==> config.mk <==
export PLATFORM = sky130hd
export DESIGN_NAME = page_walk_1g_rewire
export DESIGN_NICKNAME = d
export VERILOG_FILES = /design/src/hdl/pwr_pkg.sv /design/src/hdl/page_walk_1g_rewire.sv /design/src/hdl/pwr_walk_step.sv /design/src/hdl/pwr_out_queue.sv
export SDC_FILE = /design/constraint.sdc
export NUM_CORES = 1
export LEC_CHECK = 0
export BUFFER_PORTS_ARGS = -buffer_cell sky130_fd_sc_hd__buf_2
export CAP_MARGIN = 40
export CORE_AREA = 4 4 380 382
export DETAILED_ROUTE_END_ITERATION = 6
export DIE_AREA = 0 0 384 386
export PLACE_DENSITY = 0.57
export SLEW_MARGIN = 10
export SYNTH_ARGS = -nofsm -noshare
export SYNTH_HDL_FRONTEND = slang
export SYNTH_SLANG_ARGS = --single-unit
==> constraint.sdc <==
create_clock -name clk_i -period 9.1 [get_ports clk_i]
set_input_delay 1.365 -clock clk_i [delete_from_list [all_inputs] [get_ports clk_i]]
set_output_delay 1.365 -clock clk_i [all_outputs]
set_load 0.02 [all_outputs]
==> src/hdl/pwr_pkg.sv <==
package pwr_pkg;

  // item function codes
  localparam logic [1:0] FUNC_XLATE  = 2'd0;
  localparam logic [1:0] FUNC_REWIRE = 2'd1;
  localparam logic [1:0] FUNC_DATA   = 2'd2;

  // entry bit positions
  localparam int unsigned PRESENT_BIT = 0;
  localparam int unsigned PS_BIT      = 7;

  // output queue
  localparam int unsigned OQ_DEPTH = 4;
  localparam int unsigned OQ_PTR_W = $clog2(OQ_DEPTH);
  localparam int unsigned OQ_CNT_W = $clog2(OQ_DEPTH + 1);

  typedef enum logic [1:0] {
    KIND_READ  = 2'd0,
    KIND_WRITE = 2'd1,
    KIND_DONE  = 2'd2
  } kind_e;

  typedef enum logic [1:0] {
    ST_MISMATCH = 2'd0,
    ST_SUCCESS  = 2'd1,
    ST_FAULT    = 2'd2
  } status_e;

  typedef enum logic [2:0] {
    PH_IDLE     = 3'd0,
    PH_SRC_TOP  = 3'd1,
    PH_SRC_PDPT = 3'd2,
    PH_DST_TOP  = 3'd3,
    PH_DST_PDPT = 3'd4,
    PH_RECHECK  = 3'd5
  } phase_e;

  typedef struct packed {
    phase_e      phase;
    logic        doing_rewire;
    logic [47:0] held_src_vaddr;
    logic [47:0] held_dst_vaddr;
    logic [21:0] src_page_base;
    logic [51:0] dst_entry_addr;
  } walk_state_t;

  typedef struct packed {
    kind_e       kind;
    logic [51:0] mem_address;
    logic [63:0] write_data;
    status_e     status;
    logic [51:0] phys_addr;
    logic        last;
  } result_t;

  function automatic logic [51:0] top_entry_addr(logic [51:0] root, logic [47:0] va);
    return {root[51:12], va[47:39], 3'b000};
  endfunction

  function automatic logic [51:0] pdpt_entry_addr(logic [63:0] e, logic [47:0] va);
    return {e[51:12], va[38:30], 3'b000};
  endfunction

  function automatic logic [51:0] phys_of(logic [21:0] base, logic [47:0] va);
    return {base, va[29:0]};
  endfunction

endpackage

==> src/hdl/page_walk_1g_rewire.sv <==
// Page walker for 1 GiB pages over an external memory port. An item with func 0
// translates src_vaddr, func 1 rewires the page of dst_vaddr to the page of
// src_vaddr, and func 2 returns the entry read for the last read request. Each
// accepted item is captured in an input register; once the output queue has room,
// one pass of combinational logic updates the walk state and pushes zero, one or
// two result items into a four-entry output queue. One item can be accepted every
// cycle while in_stall_o is low; in_stall_o rises only while the input register
// holds an item and the output queue has fewer than two free entries. Items that
// arrive out of sequence (func 0 or 1 during a walk, func 2 while idle, func 3
// always) leave no result. cfg_wr_data_i loads table_root (bits 51:12 are the top
// table base); the user must write it only while the walker is idle, which the
// block itself does not enforce.
module page_walk_1g_rewire import pwr_pkg::*; (
  input  logic        clk_i,
  input  logic        rst_ni,
  // configuration
  input  logic        cfg_wr_en_i,
  input  logic [51:0] cfg_wr_data_i,
  // input items
  input  logic        in_valid_i,
  output logic        in_stall_o,
  input  logic [1:0]  func_i,
  input  logic [47:0] src_vaddr_i,
  input  logic [47:0] dst_vaddr_i,
  input  logic [63:0] read_data_i,
  // result items
  output logic        out_valid_o,
  input  logic        out_stall_i,
  output logic [1:0]  kind_o,
  output logic [51:0] mem_address_o,
  output logic [63:0] write_data_o,
  output logic [1:0]  status_o,
  output logic [51:0] phys_addr_o,
  output logic        last_o
);

  // table root register
  logic [51:0] table_root_q;

  // input register stage
  logic        s1_valid_q, s1_valid_d;
  logic [1:0]  s1_func_q;
  logic [47:0] s1_src_q;
  logic [47:0] s1_dst_q;
  logic [63:0] s1_data_q;
  logic        in_accept;
  logic        s1_adv;

  // walk state
  walk_state_t state_q, state_d;

  // step results
  logic [1:0]  n_res;
  logic [1:0]  push_cnt;
  result_t     res0, res1;

  // output queue
  logic        oq_room;
  logic        oq_not_empty;
  result_t     oq_head;

  assign in_stall_o = s1_valid_q & ~oq_room;
  assign in_accept  = in_valid_i & ~in_stall_o;
  assign s1_adv     = s1_valid_q & oq_room;
  assign s1_valid_d = in_accept | (s1_valid_q & ~s1_adv);
  assign push_cnt   = s1_adv ? n_res : 2'd0;

  always_ff @(posedge clk_i or negedge rst_ni) begin
    if (!rst_ni) begin
      table_root_q <= '0;
    end else if (cfg_wr_en_i) begin
      table_root_q <= cfg_wr_data_i;
    end
  end

  always_ff @(posedge clk_i or negedge rst_ni) begin
    if (!rst_ni) begin
      s1_valid_q <= 1'b0;
    end else begin
      s1_valid_q <= s1_valid_d;
    end
  end

  // payload of the input register, no reset needed
  always_ff @(posedge clk_i) begin
    if (in_accept) begin
      s1_func_q <= func_i;
      s1_src_q  <= src_vaddr_i;
      s1_dst_q  <= dst_vaddr_i;
      s1_data_q <= read_data_i;
    end
  end

  // walk state moves only when the registered item is processed
  always_ff @(posedge clk_i or negedge rst_ni) begin
    if (!rst_ni) begin
      state_q <= '{phase: PH_IDLE, doing_rewire: 1'b0, held_src_vaddr: '0,
                   held_dst_vaddr: '0, src_page_base: '0, dst_entry_addr: '0};
    end else if (s1_adv) begin
      state_q <= state_d;
    end
  end

  pwr_walk_step u_step (
    .state_i      (state_q),
    .table_root_i (table_root_q),
    .func_i       (s1_func_q),
    .src_vaddr_i  (s1_src_q),
    .dst_vaddr_i  (s1_dst_q),
    .read_data_i  (s1_data_q),
    .state_o      (state_d),
    .n_res_o      (n_res),
    .res0_o       (res0),
    .res1_o       (res1)
  );

  pwr_out_queue u_oq (
    .clk_i       (clk_i),
    .rst_ni      (rst_ni),
    .push_cnt_i  (push_cnt),
    .wr0_i       (res0),
    .wr1_i       (res1),
    .pop_i       (~out_stall_i),
    .room_o      (oq_room),
    .not_empty_o (oq_not_empty),
    .head_o      (oq_head)
  );

  assign out_valid_o   = oq_not_empty;
  assign kind_o        = oq_head.kind;
  assign mem_address_o = oq_head.mem_address;
  assign write_data_o  = oq_head.write_data;
  assign status_o      = oq_head.status;
  assign phys_addr_o   = oq_head.phys_addr;
  assign last_o        = oq_head.last;

  // a done result always closes the walk
  a_done_to_idle: assert property (@(posedge clk_i) disable iff (!rst_ni)
    (s1_adv && n_res != 2'd0 && res0.kind == KIND_DONE) |=> state_q.phase == PH_IDLE)
    else $error("walk not idle after done result");

  // a data return while idle is dropped
  a_idle_data_dropped: assert property (@(posedge clk_i) disable iff (!rst_ni)
    (s1_adv && state_q.phase == PH_IDLE && s1_func_q == FUNC_DATA) |-> n_res == 2'd0)
    else $error("data return while idle produced a result");

  // a pair of results is only the write then re-read of the destination entry
  a_pair_is_write_read: assert property (@(posedge clk_i) disable iff (!rst_ni)
    (s1_adv && n_res == 2'd2) |-> (res0.kind == KIND_WRITE && !res0.last &&
      res1.kind == KIND_READ && res1.mem_address == res0.mem_address))
    else $error("malformed write and re-read pair");

  // the input register never holds an item across a cycle with queue room
  a_s1_drains: assert property (@(posedge clk_i) disable iff (!rst_ni)
    (s1_valid_q && oq_room && !in_valid_i) |=> !s1_valid_q)
    else $error("input register did not drain");

endmodule

==> src/hdl/pwr_walk_step.sv <==
module pwr_walk_step import pwr_pkg::*; (
  input  walk_state_t state_i,
  input  logic [51:0] table_root_i,
  input  logic [1:0]  func_i,
  input  logic [47:0] src_vaddr_i,
  input  logic [47:0] dst_vaddr_i,
  input  logic [63:0] read_data_i,
  output walk_state_t state_o,
  output logic [1:0]  n_res_o,
  output result_t     res0_o,
  output result_t     res1_o
);

  logic        present;
  logic        page_ok;
  logic [51:0] spa;
  logic [51:0] dpa;
  result_t     read_req;
  result_t     done_res;

  assign present = read_data_i[PRESENT_BIT];
  assign page_ok = read_data_i[PRESENT_BIT] & read_data_i[PS_BIT];
  assign spa     = phys_of(state_i.src_page_base, state_i.held_src_vaddr);
  assign dpa     = phys_of(read_data_i[51:30], state_i.held_dst_vaddr);

  always_comb begin
    state_o  = state_i;
    n_res_o  = 2'd0;
    read_req = '{kind: KIND_READ, mem_address: '0, write_data: '0, status: ST_MISMATCH,
                 phys_addr: '0, last: 1'b1};
    done_res = '{kind: KIND_DONE, mem_address: '0, write_data: '0, status: ST_FAULT,
                 phys_addr: '0, last: 1'b1};
    res0_o   = read_req;
    res1_o   = read_req;

    case (state_i.phase)
      PH_IDLE: begin
        if (func_i == FUNC_XLATE || func_i == FUNC_REWIRE) begin
          state_o.doing_rewire   = (func_i == FUNC_REWIRE);
          state_o.held_src_vaddr = src_vaddr_i;
          state_o.held_dst_vaddr = (func_i == FUNC_REWIRE) ? dst_vaddr_i : '0;
          res0_o.mem_address     = top_entry_addr(table_root_i, src_vaddr_i);
          state_o.phase          = PH_SRC_TOP;
          n_res_o                = 2'd1;
        end
      end
      PH_SRC_TOP: begin
        if (func_i == FUNC_DATA) begin
          n_res_o = 2'd1;
          if (!present) begin
            res0_o        = done_res;
            state_o.phase = PH_IDLE;
          end else begin
            res0_o.mem_address = pdpt_entry_addr(read_data_i, state_i.held_src_vaddr);
            state_o.phase      = PH_SRC_PDPT;
          end
        end
      end
      PH_SRC_PDPT: begin
        if (func_i == FUNC_DATA) begin
          n_res_o = 2'd1;
          if (!page_ok) begin
            res0_o        = done_res;
            state_o.phase = PH_IDLE;
          end else begin
            state_o.src_page_base = read_data_i[51:30];
            if (!state_i.doing_rewire) begin
              res0_o           = done_res;
              res0_o.status    = ST_SUCCESS;
              res0_o.phys_addr = phys_of(read_data_i[51:30], state_i.held_src_vaddr);
              state_o.phase    = PH_IDLE;
            end else begin
              res0_o.mem_address = top_entry_addr(table_root_i, state_i.held_dst_vaddr);
              state_o.phase      = PH_DST_TOP;
            end
          end
        end
      end
      PH_DST_TOP: begin
        if (func_i == FUNC_DATA) begin
          n_res_o = 2'd1;
          if (!present) begin
            res0_o        = done_res;
            state_o.phase = PH_IDLE;
          end else begin
            state_o.dst_entry_addr = pdpt_entry_addr(read_data_i, state_i.held_dst_vaddr);
            res0_o.mem_address     = pdpt_entry_addr(read_data_i, state_i.held_dst_vaddr);
            state_o.phase          = PH_DST_PDPT;
          end
        end
      end
      PH_DST_PDPT: begin
        if (func_i == FUNC_DATA) begin
          n_res_o            = 2'd2;
          res0_o.kind        = KIND_WRITE;
          res0_o.mem_address = state_i.dst_entry_addr;
          res0_o.write_data  = {read_data_i[63:52], state_i.src_page_base, read_data_i[29:0]};
          res0_o.last        = 1'b0;
          res1_o.mem_address = state_i.dst_entry_addr;
          state_o.phase      = PH_RECHECK;
        end
      end
      PH_RECHECK: begin
        if (func_i == FUNC_DATA) begin
          n_res_o       = 2'd1;
          res0_o        = done_res;
          state_o.phase = PH_IDLE;
          if (page_ok) begin
            if (spa == dpa) begin
              res0_o.status    = ST_SUCCESS;
              res0_o.phys_addr = spa;
            end else begin
              res0_o.status = ST_MISMATCH;
            end
          end
        end
      end
      default: begin
        state_o.phase = PH_IDLE;
      end
    endcase
  end

endmodule

==> src/hdl/pwr_out_queue.sv <==
module pwr_out_queue import pwr_pkg::*; (
  input  logic    clk_i,
  input  logic    rst_ni,
  input  logic [1:0] push_cnt_i,
  input  result_t wr0_i,
  input  result_t wr1_i,
  input  logic    pop_i,
  output logic    room_o,
  output logic    not_empty_o,
  output result_t head_o
);

  result_t               mem_q [OQ_DEPTH];
  logic [OQ_PTR_W-1:0]   head_q, head_d;
  logic [OQ_PTR_W-1:0]   tail_q, tail_d;
  logic [OQ_CNT_W-1:0]   cnt_q, cnt_d;
  logic [OQ_PTR_W-1:0]   tail_p1;
  logic                  do_pop;

  // two free slots needed, since one item can leave up to two results
  assign room_o      = (cnt_q <= OQ_CNT_W'(OQ_DEPTH - 2));
  assign not_empty_o = (cnt_q != '0);
  assign head_o      = mem_q[head_q];
  assign do_pop      = pop_i & not_empty_o;
  assign tail_p1     = tail_q + OQ_PTR_W'(1);

  always_comb begin
    head_d = head_q + OQ_PTR_W'(do_pop);
    tail_d = tail_q + OQ_PTR_W'(push_cnt_i);
    cnt_d  = cnt_q + OQ_CNT_W'(push_cnt_i) - OQ_CNT_W'(do_pop);
  end

  always_ff @(posedge clk_i or negedge rst_ni) begin
    if (!rst_ni) begin
      head_q <= '0;
      tail_q <= '0;
      cnt_q  <= '0;
    end else begin
      head_q <= head_d;
      tail_q <= tail_d;
      cnt_q  <= cnt_d;
    end
  end

  always_ff @(posedge clk_i) begin
    if (push_cnt_i != 2'd0) begin
      mem_q[tail_q] <= wr0_i;
    end
    if (push_cnt_i == 2'd2) begin
      mem_q[tail_p1] <= wr1_i;
    end
  end

endmodule
; Word level (Yosys, flattened, before mapping)
; Memory sizes are Yosys's and may differ from the RTL's.
; Cells that the tools add are included.
[word_totals]
memories = 1
regBits = 393
out_inout_bits = 175
word_cells = 104
mem_bits_rw = 692
inputBits = 219
[memory_table]
columns = memory, words, word_bits, read_ports, rd_clocked_by_memory_dff, wr, line
row1 = u_oq.mem_q, 4, 173, 1, 0, 2, pwr_out_queue.sv:13  ; result_t mem_q [OQ_DEPTH];
[op_classes]
bitwise = 11
reduce_logical = 10
addsub = 5
order_cmp = 1
eq_ne = 15
muxes = 46
[op_table]
columns = operator, count
row1 = $mux 173, 5
row2 = $mux 52, 7
row3 = $pmux 64 s5, 1
row4 = $pmux 52 s6, 1
row5 = $pmux 54 s4, 1
row6 = $mux 117, 1
row7 = $mux 54, 2
row8 = $mux 100, 1
row9 = $mux 55, 1
row10 = $eq 52x52->1, 1
row11 = $mux 48, 1
row12 = $mux 3, 7
row13 = $pmux 3 s6, 1
row14 = $mux 2, 6
row15 = $ne 2x1->1 const B, 6
row16 = $pmux 2 s5, 1
row17 = $mux 1, 8
row18 = $reduce_and 4->1, 2
row19 = $reduce_and 7->1, 1
row20 = $and 1x1->1, 6
row21 = $eq 3x2->1 const B, 2
row22 = $eq 3x3->1 const B, 2
row23 = $pmux 2 s3, 1
row24 = $pmux 1 s5, 1
row25 = other kinds (18), 22

; Depth between registers and ports, before layout
; Gate-level depths: netlist of the first run.
[logic_depth]
word_depth = 8
mapped_depth = 12
depth_no_buf = 8

; Cells and area by module
; A second synthesis of the first run with hierarchy kept.
[hier_totals]
cells_unflattened = 3341
area_unflattened_um2 = 53598.9
[by_module_without_submodules]
columns = mod, area_per_inst_um2, instances, seq_area_each_um2, cells_per_inst
row1 = pwr_out_queue, 33701.1, 1, 20955.1, 1712
row2 = page_walk_1g_rewire, 13970.9, 1, 10545.1, 648
row3 = pwr_walk_step, 5926.9, 1, 0.0, 981

; Worst setup path after synthesis of the first run
; OpenSTA, ideal clock, no wires.
[synth_timing]
path_type = input -> register
start = input port in_valid_i
end = register s1_data_q[0], enable pin
setup_time_ps = 541
required_time_ps = 8559
cell_stages = 1
n_path_buf = 0
t_arrival_ps = 5056
setup_slack_ps = 3503
cell_sequence = and2_1
[synth_between]
elab_chain_len = 1
[synth_rtl]
columns = element, line
row1 = "start, declared", page_walk_1g_rewire.sv:20  ; input logic in_valid_i,
row2 = $and 1x1->1, page_walk_1g_rewire.sv:63  ; assign in_accept = in_valid_i & ~in_stall_o;
row3 = "end signal, assigned", page_walk_1g_rewire.sv:90  ; s1_data_q <= read_data_i;
row4 = "end, declared", page_walk_1g_rewire.sv:45  ; logic [63:0] s1_data_q;
; Every way passes these cells.
; A chain may end at the register's enable or synchronous reset.

; Final worst setup path of the first run
[layout_timing]
start = register u_oq.head_q[1]
end = output port phys_addr_o[41]
[layout_between]
elab_chain_len = 1
[layout_rtl]
columns = element, line
row1 = "start, declared", pwr_out_queue.sv:14  ; logic [OQ_PTR_W-1:0] head_q, head_d;
row2 = "start signal, assigned", pwr_out_queue.sv:35  ; head_q <= '0;
row3 = "start signal, assigned", pwr_out_queue.sv:39  ; head_q <= head_d;
row4 = $mem_v2 4x173, n/a
row5 = "end, declared", page_walk_1g_rewire.sv:33  ; output logic [51:0] phys_addr_o,
; Every way passes these cells.

==> results_dict.tcl, run 1 <==
set metrics [dict create \
    clk_path_buf_depth 3 \
    layout_min_cycle_time_ps 4630 \
    cp_top_family "buffers and inverters" \
    ys_async_sr_fraction_pct 20.0 \
    syn_inst 3217 \
    crit_fanout 139 \
    powerDensity_mw_per_mm2 288 \
    postCtsHoldBufs 0 \
    initialDrtViolationCount 3009 \
    std_cell_rows 138 \
    wl_per_cell_microns 25.6 \
    clock.fmax_mhz 216 \
    synth_area_leaders "edfxtp_1, dfxtp_1, dfrtp_1" \
    failed_checks "DRC" \
    syn_avg_cell_area_sq_um 13.1 \
    synth_ff_type "dfxtp_1" \
    synth_top_area_share_pct 25.5 \
    ys_ff_latch 1052 \
    postPlaceCellArea_sq_mm 0.0461 \
    grt_max_degree 201 \
    crit_chain "buf_12 > mux4_2 > buf_2" \
    setup_tns_ps 0 \
    synth-edff-count 358 \
    max_stage_delay_ps 870 \
    synth_commonest_cells "dfxtp_1, nand2_1, edfxtp_1, a32o_1, o21ai_1" \
    design_area_sq_mm 0.0500 \
    via_count 29800 \
    post_cts_buffers 0 \
    clockRootBuffer "clkbuf_16" \
    drive_above_1_share_pct 27.2 \
    yosysWarnings 0 \
    yosysSeqAreaShare_pct 61.0 \
    path_buf_inv 2 \
    ant_nets 0 \
    min_period_over_period_pct 50.9 \
    vias_per_cell 5.46 \
    grt_pass1_vias 29300 \
    cp-start-kind "flip-flop" \
    cts_max_level 3 \
    hold_viol 0 \
    ys_types 53 \
    cts-resized-gates 0 \
    cts_buffers 114 \
    yosysTopAreaCell "edfxtp_1" \
    grt_util_met2_pct 29.9 \
    die_h_microns 386 \
    drc 7 \
    cts_tree "done" \
    clk_latency_ps 740 \
    drv_cap 0 \
    core_area_sq_mm 0.141 \
    nets 3693 \
    drt_pass1_iterations 7 \
    required_ps 7740 \
    die_w_microns 384 \
    netlist_area_sq_mm 0.0422 \
    rsz0062_at_grt "false" \
    slowest_stage "dfrtp_4" \
    leakage_nw 17.7 \
    end_kind "primary output" \
    status "complete, but fails checks" \
    clock-sinks 1052 \
    use_met1_pct 23.9 \
    io_pins 394 \
    worstHoldPathType "flip-flop to flip-flop" \
    fin_skew_ps 35.8 \
    grt_usage_pct 18.3 \
    tightest_slew_ps 1120 \
    grt_pass1_wl_microns 202000 \
    port-buffer-count 378 \
    use_met3_pct 4.16 \
    grt-busiest-layer "met2" \
    synth_most_common_cell "dfxtp_1" \
    start_util_pct 29.9 \
    critPathArrivalTime_ps 3270 \
    synthToLayoutAreaGrowth_pct 18.6 \
    cts.clk_slew.worst_paths_ps 60 \
    path_class "flip-flop to primary output" \
    dp_hpwl_microns 86200 \
    setup_viol 0 \
    max_slew_margin_pct 25.1 \
    grt_overflow 0 \
    antenna_found_initial 21 \
    drt-total-wl_microns 140000 \
    ir_drop_uv 274 \
    gp_congestion 0.749 \
    die_area_sq_mm 0.148 \
    report.final.slew_viol_count 0 \
]
[cells in the final DEF, fill, tap and decap left out, types with 40 or more instances in the layout]
cell	Yosys	layout
edfxtp_1	358	358
o21ai_0	65	65
a222oi_1	40	40
dfxtp_1	484	484
o22ai_1	197	197
mux4_2	170	170
nand2_1	435	434
o21ai_1	239	239
buf_2	73	377
clkbuf_16	0	115
xor2_1	53	53
a32oi_1	88	88
a32o_1	256	256
buf_4	9	57
mux2_2	130	130
dfrtp_1	210	208
[state kept, by name, indices dropped and copies added, names as in the netlist]
signal and flops:
s1_data_q 64, s1_dst_q 48, s1_func_q 2, s1_src_q 48
s1_valid_q 1, state_q 162, table_root_q 40, u_oq.cnt_q 3
u_oq.head_q 2, u_oq.mem_q 680, u_oq.tail_q 2
[final cells by class]
| cell class | instances | area (sq um) |
|---|---|---|
| repair buffers | 464 | 2990 |
| clock buffers | 169 | 3290 |
| clock inverters | 47 | 528 |
| diodes | 6 | 15.0 |
| inverters | 33 | 124 |
| fillers | 13900 | 91100 |
| flip-flops and latches | 1052 | 25700 |
| well taps | 1890 | 2360 |
| multi-input cells | 1803 | 15000 |
[per-stage QoR]
step	power [mW]	instances	setup WS, ps	util, %	hold slack [ps]
after floorplan	8.34	3219	3500	-	422
after global placement	9.70	5218	3960	32.3	429
after detailed placement	9.82	5242	4540	32.7	436
after CTS	14.6	5458	4330	35.4	444
after global routing	15.1	5461	4250	35.4	456
final	14.4	5464	4470	35.4	441
[routing by layer]
metal	share of wire [%]	routed length (microns)
met1	41	56900
met2	48	67000
met3	8.0	11100
met4	3.3	4570
met5	0.0057	8
[path summary, 6_finish.rpt]
kind                                           to  slack (ps)  cells past startpoint               from
worst max-delay path              phys_addr_o[41]        4470                      3     u_oq.head_q[1]
worst min-delay path            u_oq.mem_q[2][12]         440                      2  u_oq.mem_q[2][12]
worst max register to register   u_oq.mem_q[0][7]        4630                     10       s1_func_q[0]
worst min register to register  u_oq.mem_q[2][12]         440                      2  u_oq.mem_q[2][12]
max in group asynchronous             state_q[18]        7430                      2             rst_ni
min in group asynchronous            state_q[124]         540                      1             rst_ni
[worst reg2reg max path, cell delays in order, from the launching register on]
cell	delay [ps]
edfxtp_1	330
buf_4	500
nand2b_4	310
or3_1	450
a21bo_2	220
buf_4	640
and2_4	650
buf_12	300
buf_4	740
nand2_1	160
o21ai_1	100
[cells by family (layout without fill, tap and decap cells)]
family | count (synthesis) | after routing | synth area share (%)
multiplexers | 310 | 310 | 12.8
buffers and inverters | 364 | 713 | 3.93
AO/OA/AOI/OAI | 919 | 919 | 16.0
other | 1 | 9 | 0.00890
XOR/XNOR | 57 | 57 | 1.18
flip-flops | 1052 | 1052 | 61.0
adder cells (fa/ha/maj) | 6 | 6 | 0.196
AND/OR/NAND/NOR | 508 | 508 | 4.93
[power by group]
| group | switching [mW] | internal [mW] | leakage (nW) |
|---|---|---|---|
| logic | 2.19 | 1.23 | 6.03 |
| registers | 0.662 | 5.58 | 9.84 |
| clock network | 1.96 | 2.79 | 1.87 |
| total | 4.81 | 9.60 | 17.7 |
No activity file was read; power rests on OpenSTA's default activity.
==> run 2, diff against run 1 <==
--- a/config.mk
+++ b/config.mk
@@ -10,7 +10,7 @@
 export CORE_AREA = 4 4 380 382
 export DETAILED_ROUTE_END_ITERATION = 6
 export DIE_AREA = 0 0 384 386
-export PLACE_DENSITY = 0.57
+export PLACE_DENSITY = 0.58
 export SLEW_MARGIN = 10
 export SYNTH_ARGS = -nofsm -noshare
 export SYNTH_HDL_FRONTEND = slang
==> constraint.sdc (replaced) <==
create_clock -name clk_i -period 4.06 [get_ports clk_i]
set_input_delay 0.609 -clock clk_i [delete_from_list [all_inputs] [get_ports clk_i]]
set_output_delay 0.609 -clock clk_i [all_outputs]
set_load 0.02 [all_outputs]
==> results_dict.tcl, run 2 (synthesis results as in run 1) <==
set metrics [dict create \
    grt_usage_pct 18.4 \
    antenna_found_initial 15 \
    crit_fanout 21 \
    clk_latency_ps 740 \
    clockRootBuffer "clkbuf_16" \
    top_regs "u_oq.mem_q (680), state_q (162), s1_data_q (64)" \
    top_register "u_oq.mem_q" \
    start_util_pct 29.9 \
    final_common_cell "dfxtp_1" \
    vias_per_cell 5.41 \
    grt_overflow 0 \
    largest_reg_flops 680 \
    leakage_nw 18.2 \
    gp_congestion 0.769 \
    crit_end "phys_addr_o[33]" \
    cts_tree "done" \
    report.final.slew_viol_count 0 \
    fin_skew_ps 26.5 \
    startpoint "u_oq.head_q[0]" \
    die_w_microns 384 \
    timing.rr.start "state_q[173]" \
    status "complete, no violations" \
    critPathArrivalTime_ps 2810 \
    via_count 30200 \
    worstHoldPathType "input port to flip-flop" \
    ir_drop_uv 374 \
    dp_hpwl_microns 86500 \
    final_cell_mix "dfxtp_1, nand2_1, buf_2" \
    nFillCells 13700 \
    grt_pass1_wl_microns 204000 \
    cts_buffers 114 \
    min_period_over_period_pct 84.2 \
    end_kind "primary output" \
    drv_cap 0 \
    register_area_sq_mm 0.0257 \
    setup_viol 0 \
    core_area_sq_mm 0.141 \
    ant_nets 0 \
    initialDrtViolationCount 2954 \
    clock-sinks 1052 \
    clock.fmax_mhz 292 \
    cts.clk_slew.worst_paths_ps 60 \
    ff2ff_setup_slack_ps 780 \
    path_class "flip-flop to primary output" \
    post_cts_buffers 0 \
    cp-start-kind "flip-flop" \
    die_h_microns 386 \
    tightest_slew_ps 978 \
    io_pins 394 \
    die_area_sq_mm 0.148 \
    hold_viol 0 \
    nets 3814 \
    grt_max_degree 137 \
    max_slew_margin_pct 34.8 \
    layout_min_cycle_time_ps 3420 \
    grt_pass1_vias 29500 \
    clk_path_buf_depth 3 \
    drive_above_1_share_pct 26.5 \
    cts_max_level 3 \
    r2r_end "u_oq.mem_q[1][87]" \
    setup_tns_ps 0 \
    port-buffer-count 378 \
    multiInputGateArea_sq_mm 0.0149 \
    powerDensity_mw_per_mm2 638 \
    fin_util_pct 36.2 \
    std_cell_rows 138 \
    wl_per_cell_microns 25.2 \
    drt-total-wl_microns 141000 \
    rsz0062_at_grt "false" \
    r2r_cells 5 \
    drc 0 \
    synthToLayoutAreaGrowth_pct 21.1 \
    drt_pass1_iterations 7 \
    required_ps 3450 \
    min_from "dst_vaddr_i[43]" \
]
[run 2: per-stage QoR]
| step | hold WS, ps | instance area, sq um | instances | setup WS (ps) | total power [mW] |
|---|---|---|---|---|---|
| global route | 17.6 | 51000 | 5586 | 474 | 34.0 |
| finish | 67.1 | 51000 | 5589 | 640 | 32.5 |
| detailed placement | 434 | 46200 | 5258 | 869 | 22.2 |
| global placement | 430 | 46100 | 5255 | 904 | 22.0 |
| floorplan | 313 | 42200 | 3219 | 752 | 18.7 |
| CTS | 1.60 | 51000 | 5581 | 490 | 32.9 |
[run 2: critical path, stage by stage (launching register included)]
cell and delay, ps:
dfrtp_4 810, buf_4 470, mux4_2 550, buf_2 230
[run 2: what timing repair did]
| action | in CTS | in global routing |
|---|---|---|
| hold buffers | 105 | 0 |
| endpoints found under the hold margin | 155 | 0 |
| gates resized for setup | 0 | 0 |
[run 2: final cells by class]
type	instances	share of cell area, %
Clock inverter	49	1.14
Tap cell	1890	4.63
Clock buffer	169	6.29
Sequential cell	1052	50.4
Multi-Input combinational cell	1803	29.3
Timing Repair Buffer	585	8.04
Inverter	33	0.243
Antenna cell	8	0.0392
[run 2: metal layers]
metal | global-route usage [%] | share of wire [%]
met5 | 0 | 0
met4 | 5.55 | 2.8
met3 | 3.78 | 8.3
met2 | 30.0 | 48
met1 | 24.8 | 41
[run 2: where the power goes]
group | switching [mW] | internal (mW) | leakage, nW | total (mW)
Combinational | 5.08 | 2.97 | 6.52 | 8.05
Sequential | 1.39 | 12.5 | 9.84 | 13.9
Clock | 4.35 | 6.24 | 1.84 | 10.6
[run 2: worst min-delay path by stage]
stage / slack [ps] / endpoint / depth (start not counted)
finish: 70 / s1_dst_q[43] / 1
global route: 20 / s1_dst_q[43] / 1
floorplan: 310 / s1_valid_q / 0
global placement: 430 / u_oq.mem_q[1][24] / 2
detailed placement: 430 / u_oq.mem_q[3][13] / 2
CTS: 2 / s1_data_q[5] / 1
